`src/hw/rtl/ohtab_pkg.sv`:
```
// Shared types and constants for the open-addressing hash table.
// No dependencies; ohtab_front, ohtab_engine and the top level import this package.
`default_nettype none

package ohtab_pkg;

   localparam int OP_W     = 2;
   localparam int KEY_W    = 64;
   localparam int VAL_W    = 64;
   localparam int STATUS_W = 2;
   localparam int LIVE_W   = 11;

   typedef enum logic [OP_W-1:0] {
      OP_LOOKUP = 2'd0,
      OP_INSERT = 2'd1,
      OP_REMOVE = 2'd2,
      OP_CLEAR  = 2'd3
   } op_type;

   typedef enum logic [STATUS_W-1:0] {
      ST_MISS    = 2'd0,
      ST_OK      = 2'd1,
      ST_UPDATED = 2'd2,
      ST_FULL    = 2'd3
   } status_type;

   typedef enum logic [1:0] {
      MARK_EMPTY   = 2'd0,
      MARK_LIVE    = 2'd1,
      MARK_DELETED = 2'd2
   } mark_type;

   // one table slot as stored in the slot RAM
   typedef struct packed {
      mark_type           mark;
      logic [KEY_W-1:0]   key;
      logic [VAL_W-1:0]   value;
   } slot_type;

   // decoded request word held in the front queue
   typedef struct packed {
      op_type             op;
      logic [KEY_W-1:0]   key;
      logic [VAL_W-1:0]   value;
   } cmd_type;

   // head of the front queue as seen by the engine
   typedef struct packed {
      logic    valid;
      cmd_type cmd;
   } head_type;

   typedef enum logic [2:0] {
      ES_INIT,
      ES_IDLE,
      ES_READ,
      ES_EVAL,
      ES_CLEAR,
      ES_RESP
   } eng_state_type;

endpackage

`default_nettype wire

```
`src/hw/rtl/ohtab_front.sv`:
```
// Request front end: takes request words, decodes the opcode and queues them
// for the engine in a two-entry queue. Depends on ohtab_pkg.
`default_nettype none

module ohtab_front (
   input  logic                           clock,
   input  logic                           reset,
   input  logic                           req_valid,
   output logic                           req_stall,
   input  logic [ohtab_pkg::OP_W-1:0]     req_opcode,
   input  logic [ohtab_pkg::KEY_W-1:0]    req_key,
   input  logic [ohtab_pkg::VAL_W-1:0]    req_value_in,
   input  logic                           hold,
   output ohtab_pkg::head_type            head,
   input  logic                           pop
);

   import ohtab_pkg::*;

   localparam int DEPTH = 2;
   localparam int PTR_W = $clog2(DEPTH);
   localparam int CNT_W = $clog2(DEPTH + 1);

   cmd_type            entry_ff [DEPTH];
   logic [PTR_W-1:0]   wr_ptr_ff, wr_ptr_in;
   logic [PTR_W-1:0]   rd_ptr_ff, rd_ptr_in;
   logic [CNT_W-1:0]   count_ff, count_in;
   logic               push;
   logic               do_pop;
   cmd_type            new_cmd;

   assign req_stall = reset || hold || (count_ff == CNT_W'(DEPTH));
   assign push      = req_valid && !req_stall;
   assign do_pop    = pop && (count_ff != '0);

   always_comb begin
      new_cmd.op    = op_type'(req_opcode);
      new_cmd.key   = req_key;
      new_cmd.value = req_value_in;
   end

   always_comb begin
      wr_ptr_in = wr_ptr_ff;
      rd_ptr_in = rd_ptr_ff;
      count_in  = count_ff;
      if (push) begin
         wr_ptr_in = wr_ptr_ff + 1'b1;
      end
      if (do_pop) begin
         rd_ptr_in = rd_ptr_ff + 1'b1;
      end
      case ({push, do_pop})
         2'b10:   count_in = count_ff + 1'b1;
         2'b01:   count_in = count_ff - 1'b1;
         default: count_in = count_ff;
      endcase
   end

   always_ff @(posedge clock) begin
      if (reset) begin
         wr_ptr_ff <= '0;
         rd_ptr_ff <= '0;
         count_ff  <= '0;
      end else begin
         wr_ptr_ff <= wr_ptr_in;
         rd_ptr_ff <= rd_ptr_in;
         count_ff  <= count_in;
      end
   end

   always_ff @(posedge clock) begin
      if (push) begin
         entry_ff[wr_ptr_ff] <= new_cmd;
      end
   end

   assign head.valid = (count_ff != '0);
   assign head.cmd   = entry_ff[rd_ptr_ff];

endmodule

`default_nettype wire

```
`config.mk`:
```
export PLATFORM = sky130hd
export DESIGN_NAME = ohtab_front
export DESIGN_NICKNAME = d
export VERILOG_FILES = /design/src/hw/rtl/ohtab_pkg.sv /design/src/hw/rtl/ohtab_front.sv
export SDC_FILE = /design/constraint.sdc
export NUM_CORES = 1
export LEC_CHECK = 0
export BUFFER_PORTS_ARGS = -buffer_cell sky130_fd_sc_hd__buf_4
export CORE_ASPECT_RATIO = 1.75
export CORE_MARGIN = 4
export CORE_UTILIZATION = 52
export DETAILED_ROUTE_END_ITERATION = 8
export GPL_ROUTABILITY_DRIVEN = 0
export PLACE_DENSITY = 0.8
export SYNTH_ARGS = -nofsm -noshare
export SYNTH_HDL_FRONTEND = slang
export SYNTH_SLANG_ARGS = --single-unit
```
`constraint.sdc`:
```
create_clock -name clock -period 9.2 [get_ports clock]
set_clock_uncertainty 0.05 [all_clocks]
set_input_delay 1.38 -clock clock [delete_from_list [all_inputs] [get_ports clock]]
set_output_delay 1.38 -clock clock [all_outputs]
set_load 0.005 [all_outputs]
```
==> results of run 1 <==
## worst reg2reg max path: cells and delay by family (launching register included)
| family | cells | cell delay (ns) |
|---|---|---|
| flip-flops | 1 | 0.43 |
| AND/OR/NAND/NOR | 3 | 0.62 |
| buffers and inverters | 1 | 0.71 |
## metrics by stage
| step | setup WS [ns] | instances | hold WS [ns] |
|---|---|---|---|
| 2_1_floorplan | 1.46 | 431 | 0.387 |
| 3_3_place_gp | 5.40 | 922 | 0.429 |
| 3_5_place_dp | 5.33 | 922 | 0.439 |
| 4_1_cts | 4.81 | 962 | 0.454 |
| 5_1_grt | 4.66 | 963 | 0.484 |
| 6_report | 4.84 | 963 | 0.449 |
## sequential cells by signal (all words and copies together) (netlist names), named ones only
name	cells
count_ff	2
entry_ff	260
rd_ptr_ff	1
wr_ptr_ff	1
## layout make-up
| type | count | area [um2] |
|---|---|---|
| repair buffers | 271 | 2030 |
| multi-input cells | 150 | 1600 |
| clock inverters | 17 | 161 |
| clock buffers | 23 | 576 |
| fillers | 1145 | 5470 |
| inverters | 2 | 7.51 |
| diodes | 1 | 2.50 |
| well taps | 234 | 293 |
| flip-flops and latches | 265 | 7910 |
## cell usage after synthesis (all sizes together)
master,count,share of area
nand3,1,0.00052
ha,1,0.0013
dfxtp,5,0.010
a311o,1,0.0010
o21a,1,0.00078
nand2b,1,0.00065
o21ai,2,0.0010
a21oi,1,0.00052
xor2,1,0.00091
or2,1,0.00065
nor2,6,0.0023
or3,1,0.00065
xnor2,2,0.0018
buf,14,0.0099
edfxtp,260,0.81
inv,2,0.00078
nand2,1,0.00039
mux2,130,0.15
## routing by layer
| layer | part of all wire | GRT usage |
|---|---|---|
| met5 | 0 | 0 |
| met4 | 0.063 | 0.108 |
| met3 | 0.066 | 0.0455 |
| met2 | 0.55 | 0.351 |
| met1 | 0.32 | 0.187 |
## where the power goes
part	switching, uW	internal, uW
Sequential	33.9	1360
Combinational	127	194
Clock	399	541
Total	560	2100
## final timing paths
kind / start / endpoint / slack (ns) / cells after the start
worst max register to register: count_ff[0]$_SDFFE_PP0P_ / entry_ff[1][109]$_DFFE_PP_ / 6.93 / 4
worst min register to register: wr_ptr_ff$_SDFFE_PP0P_ / wr_ptr_ff$_SDFFE_PP0P_ / 0.45 / 1
worst min-delay path: wr_ptr_ff$_SDFFE_PP0P_ / wr_ptr_ff$_SDFFE_PP0P_ / 0.45 / 1
worst max-delay path: flip-flop / head[62] / 4.84 / 3
## layout by cell type, fill, tap and decap left out
master and count:
nand2b_1 1, o21ai_1 1, nand3_1 1, mux2_1 100, or2_2 1, bufinv_16 3, clkbuf_16 23, a311o_1 1
or3_1 1, clkinv_4 1, a21oi_1 1, o21a_1 1, edfxtp_1 260, nor2_1 4, dfxtp_1 4, o21ai_0 1
mux2_2 30, clkinv_2 8, clkinvlp_4 1, buf_4 271, ha_1 1, inv_1 2, nand2_1 1, clkinv_1 4
diode_2 1, dfxtp_4 1, nor2_4 2, xor2_1 1, xnor2_1 2
## kinds of logic (layout without fill, tap and decap cells)
kind of cell / count (synthesis) / count (layout) / share of synthesized area
buffers and inverters: 16 / 313 / 0.0107
AOI/OAI and AO/OA: 5 / 5 / 0.00339
other: 0 / 1 / 0
and+or+nand+nor: 11 / 11 / 0.00522
muxes: 130 / 130 / 0.153
adders and majority gates: 1 / 1 / 0.00130
DFF: 265 / 265 / 0.824
xor gates and xnor gates: 3 / 3 / 0.00274
==> results.sh, run 1 <==
export IMPL_initialDrtViolationCount=228
export IMPL_die_w_um=111
export IMPL_design_area_um2=12600
export IMPL_hold_class="reg2reg"
export IMPL_die_h_um=188
export IMPL_io_pin_count=267
export IMPL_crit_family="flip-flops"
export IMPL_ant_nets=0
export IMPL_vias=5013
export IMPL_rsz0062_at_grt="false"
export IMPL_slowest_delay_ns=1.01
export IMPL_cts_hold_buf=0
export IMPL_numPortBuffers=266
export IMPL_p_leak_uw=0.00462
export IMPL_final_layout_size_suffix_gt1_frac=0.468
export IMPL_nets=849
export IMPL_cts_sinks=265
export IMPL_dpl_hpwl_um=13600
export IMPL_min_period_over_period=0.474
export IMPL_grt_overflow=0
export IMPL_grt_pass1_vias=5644
export IMPL_period_needed_ns=4.36
export IMPL_arrival_ns=2.93
export IMPL_worst_setup_path_type="reg2out"
export IMPL_endpoint_kind="primary output"
export IMPL_wire_per_inst_um=20.6
export IMPL_post_cts_resized=0
export IMPL_p_per_area_nw_per_um2=211
export IMPL_syn_avg_cell_area_um2=22.3
export IMPL_fin_util=0.697
export IMPL_core_um2=18100
export IMPL_cts_buffers=23
export IMPL_yosysSeqAreaShare=0.824
export IMPL_setup_viol=0
export IMPL_path_buf_inv=2
export IMPL_die_area_um2=20800
export IMPL_area_growth_syn_to_layout_pct=31.2
export IMPL_synth_distinct_cells=21
export IMPL_cts_setup_buffers=0
export IMPL_hold_viol=0
export IMPL_cp_required_ns=7.77
export IMPL_status="finished, final reports clean"
export IMPL_drt_first_pass_iters=4
export IMPL_synth_seq_cells=265
export IMPL_initial_core_util=0.531
export IMPL_track_usage=0.188
export IMPL_path_clk_slew_ns=0.06
export IMPL_crit_path_cell_trace="buf_4 -> mux2_1 -> buf_4"
export IMPL_drv_slew=0
export IMPL_synthesis_area_um2=9600
export IMPL_fin_setup_tns_ns=0
export IMPL_grt_max_degree=77
export IMPL_viasPerCell=5.21
export IMPL_timing_fmax_ghz=0.229
export IMPL_p_total_uw=2660
export IMPL_synth_warnings=0
export IMPL_drc=0
export IMPL_tritoncts="done"
export IMPL_placementRows=65
export IMPL_tightest_slew_ns=1.07
export IMPL_dpl_instance_area_um2=11800
export IMPL_ir_drop_v=0.000227
export IMPL_maxCapViolations=0
export IMPL_grt_pass1_wl_um=30500
export IMPL_clock_latency_ns=0.48
export IMPL_synth_nets=567
export IMPL_totalWireLength_um=19800
export IMPL_cts_buffer_depth=3
export IMPL_worst_path_most_repeated_cell="buf_4"
export IMPL_cp_max_fo=76
export IMPL_syn_inst=431
export IMPL_slew_headroom=0.287
export IMPL_grt_antenna_before_repair=1
export IMPL_cts_root_buf="clkbuf_16"
export IMPL_slowest_stage="dfxtp_4"
export IMPL_startpoint_type="flip-flop"
export IMPL_ctsHtreeMaxLevel=1
Power figures use the tool's default switching activity.
==> run 2: changes to the inputs <==
clock period = 4.2 ns   (was 9.2 ns; I/O delays follow)
==> results.sh, run 2 (synthesis results as in run 1) <==
export IMPL_status="finished, final reports clean"
export IMPL_vias=4998
export IMPL_cts_root_buf="clkbuf_16"
export IMPL_drt_first_pass_iters=4
export IMPL_cts_setup_buffers=0
export IMPL_drv_slew=0
export IMPL_io_pin_count=267
export IMPL_final_cell_mix="buf_4, edfxtp_1, mux2_1, mux2_2, clkbuf_16"
export IMPL_grt_pass1_wl_um=29200
export IMPL_dpl_hpwl_um=13500
export IMPL_hold_viol=0
export IMPL_ir_drop_v=0.000421
export IMPL_endpoint_kind="primary output"
export IMPL_dp_cells=923
export IMPL_cts_buffers=22
export IMPL_grt_overflow=0
export IMPL_grt_max_degree=70
export IMPL_area_growth_syn_to_layout_pct=30.7
export IMPL_crit_path_cell_trace="buf_4 -> mux2_1 -> buf_4"
export IMPL_clock_latency_ns=0.49
export IMPL_reg2reg_to="entry_ff[1][28]$_DFFE_PP_"
export IMPL_setup_viol=0
export IMPL_core_um2=18100
export IMPL_final_layout_size_suffix_gt1_frac=0.462
export IMPL_worst_setup_path_type="reg2out"
export IMPL_wire_per_inst_um=20.2
export IMPL_hold_end="entry_ff[0][48]$_DFFE_PP_"
export IMPL_placementRows=65
export IMPL_worst_slack_ns=1.36
export IMPL_r2r_start="count_ff[0]$_SDFFE_PP0P_"
export IMPL_rsz0062_at_grt="false"
export IMPL_tritoncts="done"
export IMPL_path_clk_slew_ns=0.06
export IMPL_slew_headroom=0.384
export IMPL_die_area_um2=20800
export IMPL_tightest_slew_ns=0.924
export IMPL_hold_start="req_value_in[48]"
export IMPL_slowest_stage="buf_4"
export IMPL_grt_antenna_before_repair=0
export IMPL_slowest_delay_ns=0.58
export IMPL_startpoint_type="flip-flop"
export IMPL_cts_sinks=265
export IMPL_p_per_area_nw_per_um2=451
export IMPL_worst_r2r_path_depth=4
export IMPL_cts_hold_buf=0
export IMPL_die_w_um=111
export IMPL_worst_path_most_repeated_cell="buf_4"
export IMPL_arrival_ns=2.16
export IMPL_initialDrtViolationCount=192
export IMPL_totalWireLength_um=19400
export IMPL_grt_pass1_vias=5525
export IMPL_hold_class="in2reg"
export IMPL_ant_nets=0
export IMPL_final_common_cell="buf_4"
export IMPL_maxCapViolations=0
export IMPL_largest_register="entry_ff"
export IMPL_track_usage=0.181
export IMPL_rrSetupSlack_ns=1.94
export IMPL_antenna_cells=0
export IMPL_timing_fmax_ghz=0.352
export IMPL_viasPerCell=5.19
export IMPL_largest_reg_flops=260
export IMPL_numPortBuffers=266
export IMPL_path_buf_inv=2
export IMPL_initial_core_util=0.531
export IMPL_min_period_over_period=0.676
export IMPL_hold_depth=1
export IMPL_die_h_um=188
export IMPL_place_worst_setup_slack_ns=1.69
export IMPL_cp_max_fo=50
export IMPL_ctsHtreeMaxLevel=1
export IMPL_cts_buffer_depth=3
export IMPL_top_regs="entry_ff (260), count_ff (2)"
export IMPL_period_needed_ns=2.84
export IMPL_fin_cells=963
export IMPL_cp_required_ns=3.52
export IMPL_fillers=1159
export IMPL_post_cts_resized=0
export IMPL_crit_family="buffers and inverters"
export IMPL_p_leak_uw=0.00460
export IMPL_drc=0
export IMPL_nets=849
## run 2: changes by cell type in the layout (fill, tap and decap cells not counted)
cell,before,now
clkinvlp_4,1,0
bufinv_16,3,1
clkinv_1,4,5
buf_12,0,1
clkinv_4,1,0
clkbuf_1,0,4
diode_2,1,0
clkinv_2,8,7
## run 2: metrics by stage
stage	hold slack, ns	area [um2]	total power, uW	utilization	setup TNS (ns)
floorplan	0.401	9600	3410	-	-161.03
global placement	0.435	11900	3810	0.657	0
detailed placement	0.438	11900	3830	0.657	0
CTS	0.241	12500	5730	0.695	0
global route	0.239	12500	5900	0.695	0
finish	0.263	12500	5660	0.695	0
## run 2: per-layer routing
layer	wire length, um	share of wire	vias to the layer above	GRT usage
met5	0	0	-	0
met4	1160	0.060	0	0.105
met3	1350	0.069	63	0.0417
met2	10800	0.56	216	0.343
met1	6080	0.31	2452	0.176
li1	-	-	2267	-
## run 2: worst max path at each step
stage                                end  slack [ns]  cells past startpoint
2_1_floorplan   entry_ff[0][0]$_DFFE_PP_       -0.62                      3
3_3_place_gp   entry_ff[0][70]$_DFFE_PP_        1.75                      5
3_5_place_dp   entry_ff[1][68]$_DFFE_PP_        1.69                      5
4_1_cts                         head[71]        1.33                      3
5_1_grt                         head[35]        1.27                      3
6_report                        head[41]        1.36                      3
## run 2: layout make-up
| cell class | count | area [um2] | area share |
|---|---|---|---|
| Timing Repair Buffer | 272 | 2050 | 0.164 |
| Sequential cell | 265 | 7910 | 0.631 |
| Clock inverter | 13 | 83.8 | 0.00668 |
| Multi-Input combinational cell | 150 | 1600 | 0.128 |
| Clock buffer | 27 | 591 | 0.0471 |
| Tap cell | 234 | 293 | 0.0233 |
| Inverter | 2 | 7.51 | 0.000599 |
## run 2: power breakdown
part | internal [uW] | switching, uW | total [uW]
Clock | 1060 | 831 | 1890
Combinational | 430 | 321 | 751
Sequential | 2990 | 30.2 | 3020
Total | 4480 | 1180 | 5660
## run 2: worst register-to-register path, cell delays in order (launching register included)
cell,delay (ns)
dfxtp_1,0.44
nand2b_1,0.20
nand3_1,0.25
nor2_4,0.17
buf_4,0.70
==> run 3: changes to the inputs <==
CORE_UTILIZATION = 47   (was 52)
PLACE_DENSITY = 0.76   (was 0.8)
clock period = 2.5 ns   (was 4.2 ns; I/O delays follow)
==> results.sh, run 3 (synthesis results as in run 1) <==
export IMPL_status="finished, final reports clean"
export IMPL_top_regs="entry_ff (260), count_ff (2)"
export IMPL_fin_util=0.663
export IMPL_grt_antenna_before_repair=3
export IMPL_area_growth_syn_to_layout_pct=37.6
export IMPL_slew_headroom=0.700
export IMPL_tightest_slew_ns=0.449
export IMPL_drc=0
export IMPL_nets=907
export IMPL_worst_r2r_path_depth=5
export IMPL_hold_depth=1
export IMPL_placementRows=68
export IMPL_period_needed_ns=2.32
export IMPL_numPortBuffers=266
export IMPL_final_cell_mix="buf_4, edfxtp_1, mux2_1, dlygate4sd3_1, mux2_2"
export IMPL_cts_setup_buffers=0
export IMPL_track_usage=0.178
export IMPL_worst_setup_path_type="reg2out"
export IMPL_grt_pass1_vias=5733
export IMPL_grt_pass1_wl_um=30800
export IMPL_maxCapViolations=0
export IMPL_final_layout_size_suffix_gt1_frac=0.434
export IMPL_clock_latency_ns=0.49
export IMPL_ir_drop_v=0.000683
export IMPL_initialDrtViolationCount=226
export IMPL_tritoncts="done"
export IMPL_ant_nets=0
export IMPL_grt_overflow=0
export IMPL_final_common_cell="buf_4"
export IMPL_hold_class="in2reg"
export IMPL_p_total_uw=9570
export IMPL_io_pin_count=267
export IMPL_setup_viol=0
export IMPL_cts_hold_buf=39
export IMPL_crit_path_cell_trace="buf_12 -> mux2_1 -> buf_4"
export IMPL_vias=5215
export IMPL_initial_core_util=0.482
export IMPL_wire_per_inst_um=20.3
export IMPL_rsz0062_at_grt="false"
export IMPL_startpoint_type="flip-flop"
export IMPL_post_cts_resized=0
export IMPL_grt_max_degree=71
export IMPL_cts_sinks=265
export IMPL_largest_reg_flops=260
export IMPL_p_leak_uw=0.00484
export IMPL_dpl_hpwl_um=14300
export IMPL_p_per_area_nw_per_um2=725
export IMPL_slowest_stage="dfxtp_4"
export IMPL_ctsHtreeMaxLevel=1
export IMPL_cts_buffer_depth=3
export IMPL_drv_slew=0
export IMPL_core_um2=19900
export IMPL_timing_fmax_ghz=0.432
export IMPL_totalWireLength_um=21000
export IMPL_die_area_um2=22900
export IMPL_arrival_ns=1.89
export IMPL_cp_max_fo=44
export IMPL_min_period_over_period=0.926
export IMPL_cts_buffers=23
export IMPL_hold_viol=0
export IMPL_drt_first_pass_iters=4
export IMPL_die_h_um=197
export IMPL_viasPerCell=5.05
export IMPL_cp_required_ns=2.08
export IMPL_path_clk_slew_ns=0.06
export IMPL_largest_register="entry_ff"
export IMPL_slowest_delay_ns=0.53
export IMPL_die_w_um=116
export IMPL_endpoint_kind="primary output"
export IMPL_cts_root_buf="clkbuf_16"
-- run 3: final timing paths --
| check | startpoint | end | slack [ns] |
|---|---|---|---|
| max | flip-flop | head[23] | 0.18 |
| min | req_value_in[24] | entry_ff[0][24]$_DFFE_PP_ | 0.02 |
| max reg2reg | count_ff[0]$_SDFFE_PP0P_ | count_ff[1]$_SDFFE_PP0P_ | 0.83 |
| min reg2reg | wr_ptr_ff$_SDFFE_PP0P_ | wr_ptr_ff$_SDFFE_PP0P_ | 0.46 |
-- run 3: layout make-up --
cell class	instances	area (um2)
clock buffer	29	598
multi-input combinational	150	1630
timing repair buffer	329	2700
inverter	2	7.51
antenna	3	7.51
fill	1332	6700
sequential	265	7910
clock inverter	10	48.8
tap	245	307
-- run 3: per-layer routing --
metal,up-vias,global-route usage,wire length (um)
li1,2380,-,-
met1,2586,0.187,7040
met2,196,0.329,11800
met3,53,0.0395,1270
met4,0,0.0839,881
met5,-,0,0
-- run 3: through the flow --
| step | setup slack, ns | setup TNS [ns] | hold WS (ns) | instances | instance area, um2 |
|---|---|---|---|---|---|
| after floorplan | -0.524 | -133.52 | 0.390 | 431 | 9640 |
| after global placement | 0.706 | 0 | 0.429 | 935 | 12000 |
| after detailed placement | 0.677 | 0 | 0.451 | 935 | 12000 |
| after CTS | 0.146 | 0 | 0.000246 | 1013 | 13000 |
| after global routing | 0.0977 | 0 | 0.0000971 | 1033 | 13200 |
| final | 0.185 | 0 | 0.0187 | 1033 | 13200 |
-- run 3: power breakdown --
group          switching (uW)  internal, uW
Combinational             569           810
Clock                    1430          1690
Sequential               60.4          5020
-- run 3: worst max-delay path: cells and delay by family, from the launching register on --
kind	cells	cell delay (ns)
flip-flops	1	0.53
buffers and inverters	2	0.46
multiplexers	1	0.40
